## src/rtl/ccoa_ram.sv

```systemverilog
// generic single-port-write, registered-read ram
module ccoa_ram #(
	parameter int WIDTH  = 8,
	parameter int DEPTH  = 16,
	parameter int ADDR_W = $clog2(DEPTH)
) (
	input  logic              clk,
	input  logic              we,
	input  logic [ADDR_W-1:0] waddr,
	input  logic [WIDTH-1:0]  wdata,
	input  logic [ADDR_W-1:0] raddr,
	output logic [WIDTH-1:0]  rdata
);

	logic [WIDTH-1:0] mem [DEPTH];
	logic [WIDTH-1:0] rdata_q;

	always_ff @(posedge clk) begin
		if (we) begin
			mem[waddr] <= wdata;
		end
		rdata_q <= mem[raddr];
	end

	assign rdata = rdata_q;

endmodule

```

## config.mk

```make
export PLATFORM = sky130hd
export DESIGN_NAME = ccoa_ram
export DESIGN_NICKNAME = d
export VERILOG_FILES = /design/src/rtl/ccoa_ram.sv
export SDC_FILE = /design/constraint.sdc
export NUM_CORES = 1
export LEC_CHECK = 0
export BUFFER_PORTS_ARGS = -buffer_cell sky130_fd_sc_hd__buf_2
export CAP_MARGIN = 20
export CORE_MARGIN = 4
export CORE_UTILIZATION = 54
export DETAILED_ROUTE_END_ITERATION = 16
export GPL_ROUTABILITY_DRIVEN = 0
export PLACE_DENSITY = 0.84
export SLEW_MARGIN = 15
export SYNTH_ARGS = -nofsm -noshare
export SYNTH_HDL_FRONTEND = slang
export SYNTH_SLANG_ARGS = --single-unit
```

## constraint.sdc

```tcl
create_clock -name clk -period 1.6 [get_ports clk]
set_input_delay 0.16 -clock clk [delete_from_list [all_inputs] [get_ports clk]]
set_output_delay 0.16 -clock clk [all_outputs]
set_load 0.01 [all_outputs]
```

==> metrics.md <==
| Metric | Value |
|---|---|
| H-tree depth | 4 |
| Vias per cell | 5.727 |
| Worst-path clk slew | 60 ps |
| All-layer global routing usage | 18.85% |
| Synth area leaders | edfxtp_1 75%, mux4_2 7.9%, mux4_1 7.1%, dfxtp_1 3.1%, a22oi_1 2.3% |
| Worst path arrival time | 1720 ps |
| Sw Pwr | 1551 uW |
| Starting DRT DRC Count | 237 |
| Startpoint Class | register |
| Most common cell in the netlist | edfxtp_1 |
| Yosys top cell area share | 74.67% |
| Final Net Count | 303 |
| Yosys warnings | 0 |
| Final Routed Wirelength | 9510 um |
| Met2 Wirelength | 4851 um |
| Seq/Total Area, Yosys | 77.78% |
| Final min period | 1331 ps |
| Setup CP Type | reg2reg |
| Worst vdd ir | 699.1 uV |
| Fin. Hold Viols | 0 |
| Post-CTS Hold Buffers | 0 |
| Overflow after GRT | 0 |
| Top Layer Used | met4 |
| #FFs+latches synth | 136 |
| Residual DRC | 0 |
| Initial antenna violation count | 0 |
| Root buffer cell | clkbuf_8 |
| Kind of end point of the critical path | register |
| Final setup viols | 0 |
| Area growth, synth to finish | 18.67% |
| # placed instances | 395 |
| Initial Utilization | 55.71% |
| Core area | 0.009240 mm^2 |
| CTS resizes | 0 |
| Ys async rst share | 0% |
| Port bufs | 25 |
| Final Non-Filler Cells | 425 |
| Static leakage | 0.002091 uW |
| Slew Limit Fails | 0 |
| Netlist cell types | 19 |
| CTS tree | done |
| M1 wire length | 3904 um |
| CTS Buf Count | 17 |
| CTS sink cnt | 136 |
| Outcome | finished, final reports clean |
| Setup Buffers After CTS | 0 |
| Chip width | 105.6 um |
| Largest net degree at the start of global routing | 21 |
| Power Density | 1314 mW/mm^2 |
| Max Freq | 0.7513 GHz |
| Post-Synthesis Cells | 229 |
| Flop pwr share | 50.0% |
| Post-synth EDFFs | 128 |
| Synthesized net count | 247 |
| Die height | 105.6 um |
| Synth cell count leaders | 128 x edfxtp_1, 18 x mux4_2, 16 x a22oi_1 |
| DR WL/cell | 22.38 um |
| Diode count | 0 |
| Hold Crit Class | in2reg |
| Area leader, netlist | edfxtp_1 |
| Worst Tran Pin Value | 376.1 ps |
| Share of cells above drive strength 1 | 31.08% |
| Synthesized area | 0.005147 mm^2 |
| DP Area | 0.005555 mm^2 |
| CP required | 1990 ps |
| Final HPWL DP | 6011 um |
| Post-route cell area | 0.006108 mm^2 |
| Crit-path max FO | 1 |
| Final Cycle Share | 83.19% |
| Worst-skew pair later-pin latency | 510 ps |
| Max_cap viols | 0 |
| Antenna viol nets, final | 0 |
| Clock skew | 6.239 ps |
| Clock power share | 45.3% |
| Combinational power share | 4.7% |
| Net Sw Frac | 19.33% |
| Met3 wire len | 603 um |
| Avg Cell Area, Syn | 22.48 um^2 |
| Global-route wire length before repair | 14980 um |
| Setup TNS | 0 ps |
| Max-Slew Margin vs Limit | 74.93% |
| DRT Pass-1 Iters | 4 |
| Row Count | 35 |
| Via count | 2434 |
| Maximum root-to-sink buffer count | 2 |
| Vias in the first global route | 2616 |
| Int Pwr | 6473 uW |
| Most used flip-flop cell after synthesis | edfxtp_1 |
| I/O Pins | 26 |
| RSZ-0062 raised after global routing | no |
| Die ar. | 0.01116 mm^2 |
## metrics by stage
| step | setup slack (ps) | hold WS [ps] | total power, uW | util, % |
|---|---|---|---|---|
| floorplan | 173.9 | 258.9 | 4288 | - |
| global route | 202.0 | 36.53 | 8289 | 66.11 |
| global placement | 80.13 | 543.6 | 4442 | 60.12 |
| CTS | 241.7 | 12.99 | 8084 | 66.11 |
| detailed placement | 61.99 | 552.9 | 4463 | 60.12 |
| finish | 269.0 | 25.45 | 8024 | 66.11 |
## worst max-delay path, stage by stage (launching register included)
cell,delay [ps]
edfxtp_1,380
mux4_1,530
a22oi_1,210
nand2_1,90
## cell usage in the layout, fill, tap and decap left out, drive strengths merged
| master | instances |
|---|---|
| mux4 | 32 |
| nor2 | 13 |
| and2b | 1 |
| nand3 | 1 |
| buf | 47 |
| nor3 | 4 |
| clkinvlp | 2 |
| nand2b | 2 |
| nor2b | 1 |
| a22oi | 16 |
| clkinv | 7 |
| bufinv | 3 |
| nand2 | 9 |
| and2 | 1 |
| nand3b | 2 |
| dfxtp | 8 |
| clkbuf | 18 |
| edfxtp | 128 |
| or3b | 1 |
## routing by layer
layer / vias up / GRT usage, %
li1: 1086 / -
met1: 1259 / 25.17
met2: 78 / 29.92
met3: 11 / 4.838
met4: 0 / 7.771
met5: - / 0
## final timing paths
check	startpoint	slack (ps)	to	depth (start not counted)
setup / recovery	mem[9][2]$_DFFE_PP_	270	rdata[2]$_DFF_P_	3
hold reg to reg	mem[11][3]$_DFFE_PP_	680	rdata[3]$_DFF_P_	3
setup reg to reg	mem[9][2]$_DFFE_PP_	270	rdata[2]$_DFF_P_	3
hold / removal	wdata[6]	30	mem[2][6]$_DFFE_PP_	1
## power groups by stage
stage          registers, uW  logic [uW]  clock network, uW
2_1_floorplan           4090         202                  0
3_3_place_gp            4080         365                  0
3_5_place_dp            4080         380                  0
4_1_cts                 4010         384               3690
5_1_grt                 4020         413               3860
6_report                4010         378               3640
## cell type report
cell class              instances  area, um^2
well taps                     129       161.4
clock inverters                12       135.1
multi-input cells              83        1062
repair buffers                 47       327.8
fillers                       568        3132
flip-flops and latches        136        4004
clock buffers                  18       417.9
## cells by family (layout without fill, tap and decap cells)
logic type | count (synthesis) | count (layout) | synth area share, %
simple gates | 35 | 35 | 3.184
buf+inv | 10 | 77 | 1.677
mux | 32 | 32 | 15.02
flops | 136 | 136 | 77.78
compound gates | 16 | 16 | 2.334
## registers in the layout, summed over array words and instances (netlist names)
name   count
mem      128
rdata      8
(Power assumes the default switching activity.)
